===== src/rtl/core/tnseq_pkg.sv =====
// types, constants and state encoding for the tone note sequencer
// no dependencies; used by the top level and its checker
package tnseq_pkg;

  localparam int FREQ_W = 21;
  localparam int DUR_W  = 20;
  localparam int RATE_W = 10;
  localparam int DIV_W  = 16;
  localparam int PROD_W = DUR_W + RATE_W;

  localparam logic [FREQ_W-1:0] PIT_CLOCK_HZ    = 21'd1193180;
  localparam logic [FREQ_W-1:0] MIN_FREQ_HZ     = 21'd19;
  localparam logic [DUR_W-1:0]  MAX_DURATION_MS = 20'd600000;
  localparam logic [RATE_W-1:0] TICK_RATE_RESET = 10'd50;
  localparam logic [RATE_W:0]   MS_PER_SECOND   = 11'd1000;

  // iteration counts of the serial units
  localparam int MUL_STEPS  = RATE_W;
  localparam int TDIV_STEPS = DUR_W;
  localparam int FDIV_STEPS = FREQ_W;

  // function codes of an input transaction
  localparam logic FUNC_NOTE = 1'b0;
  localparam logic FUNC_TICK = 1'b1;

  typedef struct packed {
    logic              func;
    logic [FREQ_W-1:0] note_frequency;
    logic [DUR_W-1:0]  length_ms;
    logic              melody_end;
  } in_item_t;

  typedef struct packed {
    logic             gate_on;
    logic [DIV_W-1:0] tone_divisor;
    logic             param_error;
    logic             note_done;
    logic             melody_done;
  } out_item_t;

  typedef enum logic [2:0] {
    ST_IDLE,
    ST_MUL,
    ST_DIV,
    ST_FIN,
    ST_EMIT
  } seq_state_t;

endpackage


===== src/rtl/core/tone_note_sequencer_top.sv =====
// tone note sequencer: note commands to tone divisor and gate, timed by ticks
// depends on tnseq_pkg
//
//  channel | ports                        | transfer
//  input   | in_valid in_ready in_data    | valid/ready, one transaction at a time
//  result  | out_valid out_ready out_data | valid/ready, output register
//  config  | cfg_we cfg_wdata             | write enable, no wait
//
// a tick or an invalid note skips the serial units: its result is registered, then emitted into the output register
// a valid note runs a 10-step shift-add multiply of duration by rate, a 20-step restoring
// divide by 1000 and a state update; the 21-step tone divide overlaps the first two
// input is ready again the cycle after the result moves to the output register; a stalled
// output register holds the result back and input with it
// reset is synchronous and leaves the gate off, tick rate 50
module tone_note_sequencer_top (
  input  logic                         clk,
  input  logic                         rst_n,
  input  logic                         in_valid,
  output logic                         in_ready,
  input  tnseq_pkg::in_item_t          in_data,
  output logic                         out_valid,
  input  logic                         out_ready,
  output tnseq_pkg::out_item_t         out_data,
  input  logic                         cfg_we,
  input  logic [tnseq_pkg::RATE_W-1:0] cfg_wdata
);
  import tnseq_pkg::*;

  localparam int CNT_W = $clog2(TDIV_STEPS);
  localparam logic [CNT_W-1:0] MUL_LAST  = CNT_W'(MUL_STEPS - 1);
  localparam logic [CNT_W-1:0] DIV_LAST  = CNT_W'(TDIV_STEPS - 1);
  localparam logic [CNT_W-1:0] FDIV_TAIL = CNT_W'(FDIV_STEPS - MUL_STEPS);

  seq_state_t state_r, state_nxt;

  // architectural state
  logic [RATE_W-1:0] rate_r;
  logic [DUR_W-1:0]  ticks_left_r, ticks_left_nxt;
  logic              playing_r, playing_nxt;
  logic              gate_r, gate_nxt;
  logic [DIV_W-1:0]  div_r, div_nxt;
  logic              last_r, last_nxt;
  out_item_t         res_r, res_nxt;

  // serial datapath
  logic [CNT_W-1:0]  cnt_r;
  logic [FREQ_W-1:0] freq_r;
  logic [DUR_W-1:0]  dur_r;
  logic              rest_r;
  logic              mend_r;
  logic [FREQ_W-1:0] dq_r;
  logic [FREQ_W-1:0] frem_r;
  logic [PROD_W-1:0] prod_r;
  logic              out_valid_r;
  out_item_t         out_data_r;

  logic accept, out_free, note_bad;
  logic mul_en, tdiv_en, fdiv_en, fin_en, emit_en;
  logic [FREQ_W:0]   frs, fdiff;
  logic              fge;
  logic [DUR_W:0]    msum;
  logic [RATE_W:0]   trs, tdiff;
  logic              tge;
  logic [RATE_W-1:0] trem;
  logic [DUR_W-1:0]  ticks_dec, ticks_new;

  assign accept   = in_valid && in_ready;
  assign out_free = !out_valid_r || out_ready;
  assign note_bad = ((in_data.note_frequency != '0) &&
                     ((in_data.note_frequency < MIN_FREQ_HZ) ||
                      (in_data.note_frequency > PIT_CLOCK_HZ))) ||
                    (in_data.length_ms > MAX_DURATION_MS);

  // next state
  always_comb begin
    state_nxt = state_r;
    unique case (state_r)
      ST_IDLE: begin
        if (in_valid) begin
          if ((in_data.func == FUNC_NOTE) && !note_bad) state_nxt = ST_MUL;
          else state_nxt = ST_EMIT;
        end
      end
      ST_MUL: begin
        if (cnt_r == MUL_LAST) state_nxt = ST_DIV;
      end
      ST_DIV: begin
        if (cnt_r == DIV_LAST) state_nxt = ST_FIN;
      end
      ST_FIN: state_nxt = ST_EMIT;
      ST_EMIT: begin
        if (out_free) state_nxt = ST_IDLE;
      end
      default: state_nxt = ST_IDLE;
    endcase
  end

  // control outputs of the sequencer
  always_comb begin
    in_ready = 1'b0;
    mul_en   = 1'b0;
    tdiv_en  = 1'b0;
    fdiv_en  = 1'b0;
    fin_en   = 1'b0;
    emit_en  = 1'b0;
    unique case (state_r)
      ST_IDLE: in_ready = 1'b1;
      ST_MUL: begin
        mul_en  = 1'b1;
        fdiv_en = 1'b1;
      end
      ST_DIV: begin
        tdiv_en = 1'b1;
        fdiv_en = (cnt_r < FDIV_TAIL);
      end
      ST_FIN:  fin_en  = 1'b1;
      ST_EMIT: emit_en = out_free;
      default: in_ready = 1'b0;
    endcase
  end

  // one restoring step of pit clock / frequency
  always_comb begin
    frs   = {frem_r, dq_r[FREQ_W-1]};
    fdiff = frs - {1'b0, freq_r};
    fge   = (frs >= {1'b0, freq_r});
  end

  // one shift-add step of duration * rate, multiplier bits in the low end
  assign msum = {1'b0, prod_r[PROD_W-1:RATE_W]} +
                (prod_r[0] ? {1'b0, dur_r} : {(DUR_W+1){1'b0}});

  // one restoring step of product / 1000, remainder in the high end
  always_comb begin
    trs   = {prod_r[PROD_W-1:DUR_W], prod_r[DUR_W-1]};
    tdiff = trs - MS_PER_SECOND;
    tge   = (trs >= MS_PER_SECOND);
    trem  = tge ? tdiff[RATE_W-1:0] : trs[RATE_W-1:0];
  end

  assign ticks_dec = (ticks_left_r == '0) ? '0 : ticks_left_r - DUR_W'(1);
  assign ticks_new = prod_r[DUR_W-1:0];

  // state update and pending result
  always_comb begin
    ticks_left_nxt = ticks_left_r;
    playing_nxt    = playing_r;
    gate_nxt       = gate_r;
    div_nxt        = div_r;
    last_nxt       = last_r;
    res_nxt        = res_r;
    if (accept) begin
      if (in_data.func == FUNC_TICK) begin
        res_nxt = '{gate_on: gate_r, tone_divisor: div_r, param_error: 1'b0,
                    note_done: 1'b0, melody_done: 1'b0};
        if (playing_r) begin
          ticks_left_nxt = ticks_dec;
          if (ticks_dec == '0) begin
            playing_nxt = 1'b0;
            gate_nxt    = 1'b0;
            res_nxt = '{gate_on: 1'b0, tone_divisor: div_r, param_error: 1'b0,
                        note_done: 1'b1, melody_done: last_r};
          end
        end
      end else if (note_bad) begin
        gate_nxt       = 1'b0;
        playing_nxt    = 1'b0;
        ticks_left_nxt = '0;
        last_nxt       = in_data.melody_end;
        res_nxt = '{gate_on: 1'b0, tone_divisor: div_r, param_error: 1'b1,
                    note_done: 1'b1, melody_done: in_data.melody_end};
      end
    end else if (fin_en) begin
      if (!rest_r) div_nxt = dq_r[DIV_W-1:0];
      last_nxt       = mend_r;
      ticks_left_nxt = ticks_new;
      if (ticks_new == '0) begin
        gate_nxt    = 1'b0;
        playing_nxt = 1'b0;
        res_nxt = '{gate_on: 1'b0, tone_divisor: div_nxt, param_error: 1'b0,
                    note_done: 1'b1, melody_done: mend_r};
      end else begin
        gate_nxt    = !rest_r;
        playing_nxt = 1'b1;
        res_nxt = '{gate_on: !rest_r, tone_divisor: div_nxt, param_error: 1'b0,
                    note_done: 1'b0, melody_done: 1'b0};
      end
    end
  end

  // control registers
  always_ff @(posedge clk) begin
    if (!rst_n) begin
      state_r      <= ST_IDLE;
      rate_r       <= TICK_RATE_RESET;
      ticks_left_r <= '0;
      playing_r    <= 1'b0;
      gate_r       <= 1'b0;
      div_r        <= '0;
      last_r       <= 1'b0;
      out_valid_r  <= 1'b0;
    end else begin
      state_r      <= state_nxt;
      ticks_left_r <= ticks_left_nxt;
      playing_r    <= playing_nxt;
      gate_r       <= gate_nxt;
      div_r        <= div_nxt;
      last_r       <= last_nxt;
      if (cfg_we) rate_r <= cfg_wdata;
      if (emit_en) out_valid_r <= 1'b1;
      else if (out_ready) out_valid_r <= 1'b0;
    end
  end

  // serial datapath and payload registers
  always_ff @(posedge clk) begin
    res_r <= res_nxt;
    if (emit_en) out_data_r <= res_r;
    if (accept) begin
      freq_r <= in_data.note_frequency;
      dur_r  <= in_data.length_ms;
      rest_r <= (in_data.note_frequency == '0);
      mend_r <= in_data.melody_end;
      dq_r   <= PIT_CLOCK_HZ;
      frem_r <= '0;
      prod_r <= {{DUR_W{1'b0}}, rate_r};
      cnt_r  <= '0;
    end else begin
      if (fdiv_en) begin
        frem_r <= fge ? fdiff[FREQ_W-1:0] : frs[FREQ_W-1:0];
        dq_r   <= {dq_r[FREQ_W-2:0], fge};
      end
      if (mul_en) begin
        prod_r <= {msum, prod_r[RATE_W-1:1]};
        cnt_r  <= (cnt_r == MUL_LAST) ? '0 : cnt_r + CNT_W'(1);
      end else if (tdiv_en) begin
        prod_r <= {trem, prod_r[DUR_W-2:0], tge};
        cnt_r  <= cnt_r + CNT_W'(1);
      end
    end
  end

  assign out_valid = out_valid_r;
  assign out_data  = out_data_r;

endmodule


===== config.mk =====
export PLATFORM = sky130hd
export DESIGN_NAME = tone_note_sequencer_top
export DESIGN_NICKNAME = d
export VERILOG_FILES = /design/src/rtl/core/tnseq_pkg.sv /design/src/rtl/core/tone_note_sequencer_top.sv
export SDC_FILE = /design/constraint.sdc
export NUM_CORES = 1
export LEC_CHECK = 0
export BUFFER_PORTS_ARGS = -buffer_cell sky130_fd_sc_hd__buf_4
export CAP_MARGIN = 15
export CORE_UTILIZATION = 60
export CTS_CLUSTER_SIZE = 24
export DETAILED_ROUTE_END_ITERATION = 8
export GPL_TIMING_DRIVEN = 0
export PLACE_DENSITY = 0.79
export SYNTH_ARGS = -nofsm -noshare
export SYNTH_HDL_FRONTEND = slang
export SYNTH_SLANG_ARGS = --single-unit

===== constraint.sdc =====
create_clock -name clk -period 6.2 [get_ports clk]
set_input_delay 0.62 -clock clk [delete_from_list [all_inputs] [get_ports clk]]
set_output_delay 0.62 -clock clk [all_outputs]
set_load 0.02 [all_outputs]

==> results of run 1 <==
-- metrics by stage --
step	setup WS [ns]	cells
floorplan	2.76	1222
global placement	1.93	1529
detailed placement	2.93	1530
CTS	2.93	1572
global route	2.61	1572
finish	2.93	1572
-- flip-flops by register name, summed over array words and instances, names as in the netlist, 3 cells and up --
name and flops:
freq_r 21, cnt_r 5, out_data 20, res_r 20, prod_r 30, state_r 3
frem_r 21, rate_r 10, ticks_left_r 20, dur_r 20, div_r 16, dq_r 21
-- Yosys cell counts (all sizes together) (33+ instances only) --
master | n | area (µm²)
nor2 | 98 | 373
clkbuf | 45 | 173
nor3 | 43 | 225
nand2 | 163 | 619
edfxtp | 93 | 2790
a21oi | 122 | 614
nand3 | 33 | 165
dfxtp | 120 | 2400
ha | 45 | 563
inv | 41 | 154
o21ai | 66 | 338
-- final timing paths --
kind,start,to
worst max-delay path,prod_r[0],prod_r[28]
worst min-delay path,in_data[5],dur_r[4]
worst max register to register,prod_r[0],prod_r[28]
worst min register to register,res_r[10],out_data[10]
-- routing by layer --
| metal | vias up | wire, µm |
|---|---|---|
| met5 | - | 0 |
| met4 | 0 | 798 |
| met3 | 65 | 1980 |
| met2 | 376 | 12500 |
| met1 | 4449 | 12500 |
| li1 | 4645 | - |
-- critical path, cell delays in order, from the launching register on --
cell,delay [ns]
edfxtp_1,0.44
clkbuf_1,0.40
nand2_1,0.18
inv_1,0.10
ha_1,0.24
a211oi_1,0.42
o21a_1,0.24
nor4b_1,0.08
o2111ai_1,0.31
a31oi_1,0.19
a31oi_1,0.25
xor2_1,0.09
a211oi_1,0.24
-- power groups by stage --
| stage | combinational (µW) | clock [µW] | sequential, µW |
|---|---|---|---|
| 6_report | 680 | 1410 | 1650 |
| 5_1_grt | 750 | 1480 | 1660 |
| 4_1_cts | 672 | 1420 | 1640 |
| 3_5_place_dp | 665 | 0 | 1670 |
| 3_3_place_gp | 651 | 0 | 1670 |
| 2_1_floorplan | 484 | 0 | 1660 |
-- layout make-up --
type | count | share of cell area
Multi-Input combinational cell | 907 | 0.433
Inverter | 41 | 0.0119
Timing Repair Buffer | 79 | 0.0468
Tap cell | 229 | 0.0221
Clock buffer | 30 | 0.0488
Clock inverter | 12 | 0.0112
Sequential cell | 213 | 0.401
Buffer | 61 | 0.0254
-- logic make-up (layout without fill, tap and decap cells) --
| family | after synthesis | in the layout | share of synthesized area |
|---|---|---|---|
| AO/OA/AOI/OAI | 325 | 325 | 0.180 |
| XOR/XNOR | 44 | 44 | 0.0342 |
| adder cells (fa/ha/maj) | 47 | 47 | 0.0535 |
| buffers and inverters | 102 | 223 | 0.0427 |
| flip-flops | 213 | 213 | 0.461 |
| multiplexers | 38 | 38 | 0.0355 |
| AND/OR/NAND/NOR | 453 | 453 | 0.193 |
==> results.json, run 1 <==
{
  "rsz0062_at_grt": "false",
  "nets": 1431,
  "tightestPinTransition_ns": 1.06,
  "postPlaceCellArea_um2": 12200,
  "port_buffers": 78,
  "status": "complete, but fails checks",
  "vias_per_cell": 6.07,
  "drtPass1Iterations": 7,
  "power_leakage_uw": 0.00516,
  "clock_latency_ns": 0.51,
  "grt_util_all_layers": 0.288,
  "ff2ff_setup_slack_ns": 2.93,
  "worstPathRequired_ns": 6.62,
  "numCtsBuffers": 23,
  "syn_to_final_growth_pct": 14.8,
  "finalSetupViolCount": 0,
  "n_antenna_cell": 0,
  "wl_per_cell_um": 17.7,
  "p_int_uw": 2700,
  "fmax_ghz": 0.306,
  "p_sw_frac": 0.278,
  "finalCritPeriodShare": 0.527,
  "path_clk_slew_ns": 0.06,
  "gp_congestion": 0.943,
  "use_met1": 0.399,
  "final.setup.tns_ns": 0,
  "combPwrFrac": 0.182,
  "syn_area_um2": 11300,
  "syn_inst": 1222,
  "hold_viol": 0,
  "reg2regPathDepth": 12,
  "cap_violations": 0,
  "start_util": 0.619,
  "drcViolationCount": 5,
  "clkSinkCount": 213,
  "p_seq_frac": 0.441,
  "postCtsSetupRepairBufs": 0,
  "grt-ovfl-total": 0,
  "dp_hpwl_um": 19800,
  "antenna_found_initial": 0,
  "top_usage_layer": "met2",
  "final_common_cell": "nand2_1",
  "peakVddDrop_mv": 0.197,
  "grt_pass1_wl_um": 45100,
  "fin_crit_ns": 3.27,
  "ys_types": 81,
  "pwr-share-clk": 0.377,
  "endpoint_kind": "flip-flop",
  "num_vias": 9535,
  "maxSlewViolCount": 0,
  "dieArea_um2": 19300,
  "fin_util": 0.711,
  "yosysWarnings": 0,
  "path_class": "reg2reg",
  "async_reset_ff_frac": 0,
  "die_x_um": 139,
  "synth_edf_count": 93,
  "max_slew_margin": 0.294,
  "cts_tree": "yes",
  "met2_usage": 0.454,
  "ys_seq_elements": 213,
  "violations": "design-rule violations",
  "synth_nets": 1327,
  "avgSynthCellArea_um2": 9.23,
  "htree_levels": 1,
  "clock_skew_ns": 0.00914,
  "cp_max_fo": 10,
  "startpoint_type": "flip-flop",
  "grt_pass1_vias": 9016,
  "drtIter0Drc": 826,
  "grt_max_degree": 42,
  "fin_area_um2": 12900,
  "p_total_uw": 3740,
  "hold_buffers": 0,
  "switching_power_uw": 1040,
  "yosysSeqAreaShare": 0.461,
  "regArea_um2": 5190,
  "synth_top_flop_cell": "dfxtp_1",
  "grt_use_met3": 0.0449,
  "clk_path_buf_depth": 3,
  "ctsResizeCount": 0,
  "die_y_um": 139,
  "final_cell_mix": "160 x nand2_1, 121 x a21oi_1, 120 x dfxtp_1, 96 x nor2_1, 93 x edfxtp_1",
  "clockRootBuffer": "clkbuf_16",
  "ant_nets": 0,
  "hold_depth": 1,
  "drt_wl_total_um": 27800,
  "core-area_um2": 18200,
  "row_count": 49,
  "multi_input_area_um2": 5600,
  "ios": 80,
  "arrival_ns": 3.69,
  "holdWs_ns": 0.293,
  "hp-class": "in2reg",
  "fillers": 1429,
  "power.density_cell_area_nw_per_um2": 289,
  "drive_gt1_frac": 0.128
}
Note: power is estimated with default switching activity, not from simulation.
==> run 2, diff against run 1 <==
--- a/config.mk
+++ b/config.mk
@@ -5,6 +5,7 @@
 export SDC_FILE = /design/constraint.sdc
 export NUM_CORES = 1
 export LEC_CHECK = 0
+export ABC_AREA = 1
 export BUFFER_PORTS_ARGS = -buffer_cell sky130_fd_sc_hd__buf_4
 export CAP_MARGIN = 15
 export CORE_UTILIZATION = 60
==> constraint.sdc (replaced) <==
create_clock -name clk -period 3.42 [get_ports clk]
set_input_delay 0.342 -clock clk [delete_from_list [all_inputs] [get_ports clk]]
set_output_delay 0.342 -clock clk [all_outputs]
set_load 0.02 [all_outputs]
==> results.json, run 2 <==
{
  "status": "completed",
  "syn_inst": 1584,
  "synthTopCellsByCount": "349 x nand2_1, 173 x inv_1, 150 x nor2_1, 143 x o21ai_0, 124 x a21oi_1",
  "clkSinkCount": 213,
  "nets": 1798,
  "yosysMostFrequentCell": "nand2_1",
  "dieArea_um2": 20600,
  "wl_per_cell_um": 15.1,
  "max_slew_margin": 0.320,
  "maxSlewViolCount": 0,
  "yosysWarnings": 0,
  "postCtsSetupRepairBufs": 0,
  "final.setup.tns_ns": 0,
  "synthTopCellsByArea": "edfxtp_1 23%, dfxtp_1 20%, nand2_1 11%, o21ai_0 6.0%, inv_1 5.4%",
  "synth_top_area_share": 0.233,
  "top_register": "prod_r",
  "ant_nets": 0,
  "worstPathRequired_ns": 3.88,
  "cts_tree": "yes",
  "finalSetupViolCount": 0,
  "vias_per_cell": 5.67,
  "final_common_cell": "nand2_1",
  "largest_reg_flops": 30,
  "syn_area_um2": 12000,
  "antenna_found_initial": 0,
  "yosysSeqAreaShare": 0.433,
  "grt-ovfl-total": 0,
  "drcViolationCount": 0,
  "clock_latency_ns": 0.53,
  "cap_violations": 0,
  "ff2ff_setup_slack_ns": 0.37,
  "hold_viol": 0,
  "power.density_cell_area_nw_per_um2": 1010,
  "path_clk_slew_ns": 0.06,
  "htree_levels": 1,
  "postPlaceCellArea_um2": 13000,
  "drtPass1Iterations": 6,
  "ys_types": 54,
  "dp_hpwl_um": 22200,
  "peakVddDrop_mv": 0.567,
  "drive_gt1_frac": 0.103,
  "synth_top_flop_cell": "dfxtp_1",
  "rsz0062_at_grt": "false",
  "grt_pass1_wl_um": 47900,
  "power_leakage_uw": 0.00614,
  "clock_skew_ns": 0.0278,
  "path_class": "reg2reg",
  "avgSynthCellArea_um2": 7.58,
  "synth_edf_count": 93,
  "synth_nets": 1689,
  "grt_util_all_layers": 0.291,
  "ios": 80,
  "die_y_um": 143,
  "hp-class": "in2reg",
  "arrival_ns": 3.51,
  "tightestPinTransition_ns": 1.02,
  "finalCritPeriodShare": 0.891,
  "grt_pass1_vias": 9899,
  "start_util": 0.615,
  "n_antenna_cell": 0,
  "fin_crit_ns": 3.05,
  "clk_path_buf_depth": 3,
  "num_vias": 11191,
  "ctsResizeCount": 0,
  "async_reset_ff_frac": 0,
  "yosysTopAreaCell": "edfxtp_1",
  "row_count": 51,
  "fin_area_um2": 13700,
  "port_buffers": 79,
  "numCtsBuffers": 23,
  "holdWs_ns": 0.0105,
  "drt_wl_total_um": 29800,
  "endpoint_kind": "flip-flop",
  "cp_max_fo": 14,
  "die_x_um": 143,
  "fmax_ghz": 0.328,
  "grt_max_degree": 48,
  "core-area_um2": 19500,
  "gp_congestion": 0.939,
  "drtIter0Drc": 977,
  "ys_seq_elements": 213,
  "final_cell_mix": "349 x nand2_1, 173 x inv_1, 150 x nor2_1, 143 x o21ai_0, 124 x a21oi_1",
  "syn_to_final_growth_pct": 14.5,
  "startpoint_type": "flip-flop",
  "clockRootBuffer": "clkbuf_16"
}
==> run 2: cell count changes in the layout (fill, tap and decap cells not counted), sizes merged, moves of 19 or more <==
cell	delta
nand2	+190
inv	+143
o21ai	+94
nand3	+86
nor2	+62
a211oi	-24
and2	-22
mux2i	-22
nor3	-20
xnor2	-19
==> run 2: routing by layer <==
layer | up-vias | track usage | part of all wire
li1 | 5569 | - | -
met1 | 5073 | 0.405 | 0.44
met2 | 498 | 0.480 | 0.45
met3 | 51 | 0.0363 | 0.082
met4 | 0 | 0.0745 | 0.023
met5 | - | 0 | 0
==> run 2: worst paths after layout <==
| kind | start | to | cells after the start |
|---|---|---|---|
| setup reg to reg | prod_r[0] | prod_r[25] | 17 |
| setup / recovery | prod_r[0] | prod_r[25] | 17 |
| hold / removal | in_data[8] | dur_r[7] | 1 |
| hold reg to reg | res_r[17] | out_data[17] | 0 |
==> run 2: logic make-up after synthesis <==
logic type | after synthesis | synth area share
and+or+nand+nor | 703 | 0.257
AOI/OAI and AO/OA | 349 | 0.158
adders and majority gates | 47 | 0.0503
xor gates and xnor gates | 30 | 0.0219
DFF | 213 | 0.433
buffers and inverters | 242 | 0.0797
==> run 2: final cells by class <==
type / instances / area (µm²)
Fill cell: 1667 / 5780
Timing Repair Buffer: 85 / 658
Sequential cell: 213 / 5190
Clock buffer: 29 / 628
Inverter: 186 / 701
Clock inverter: 13 / 124
Multi-Input combinational cell: 1129 / 5850
Tap cell: 265 / 332
Buffer: 55 / 253
==> run 2: what timing repair did <==
action	CTS	global route
hold buffers	3	0
endpoints found under the setup margin	0	1
hold endpoints to repair	3	0
==> run 2: power by group <==
group / switching, µW / internal [µW] / total (µW)
Clock: 1040 / 1400 / 2430
Sequential: 588 / 3660 / 4250
Combinational: 4850 / 2390 / 7240
==> run 2: stage by stage <==
step	utilization	total power, µW	worst slack [ns]	std cells
2_1_floorplan	-	9430	0.453	1584
6_report	0.704	13900	0.372	1975
5_1_grt	0.704	15000	0.0836	1975
3_3_place_gp	0.662	11100	-0.486	1928
4_1_cts	0.704	13800	0.219	1976
3_5_place_dp	0.664	11300	0.273	1931
==> run 2: critical path: stages, from the launching register on <==
cell	delay, ns
edfxtp_1	0.69
nand2_1	0.13
inv_1	0.10
ha_1	0.20
inv_1	0.11
fa_1	0.41
inv_1	0.12
nand3_1	0.07
nand2_1	0.10
a21oi_1	0.10
o21ai_0	0.29
nand2_1	0.09
nand2_1	0.12
nand3_1	0.10
nand2_1	0.07
a21oi_1	0.05
a21o_1	0.17
inv_1	0.04
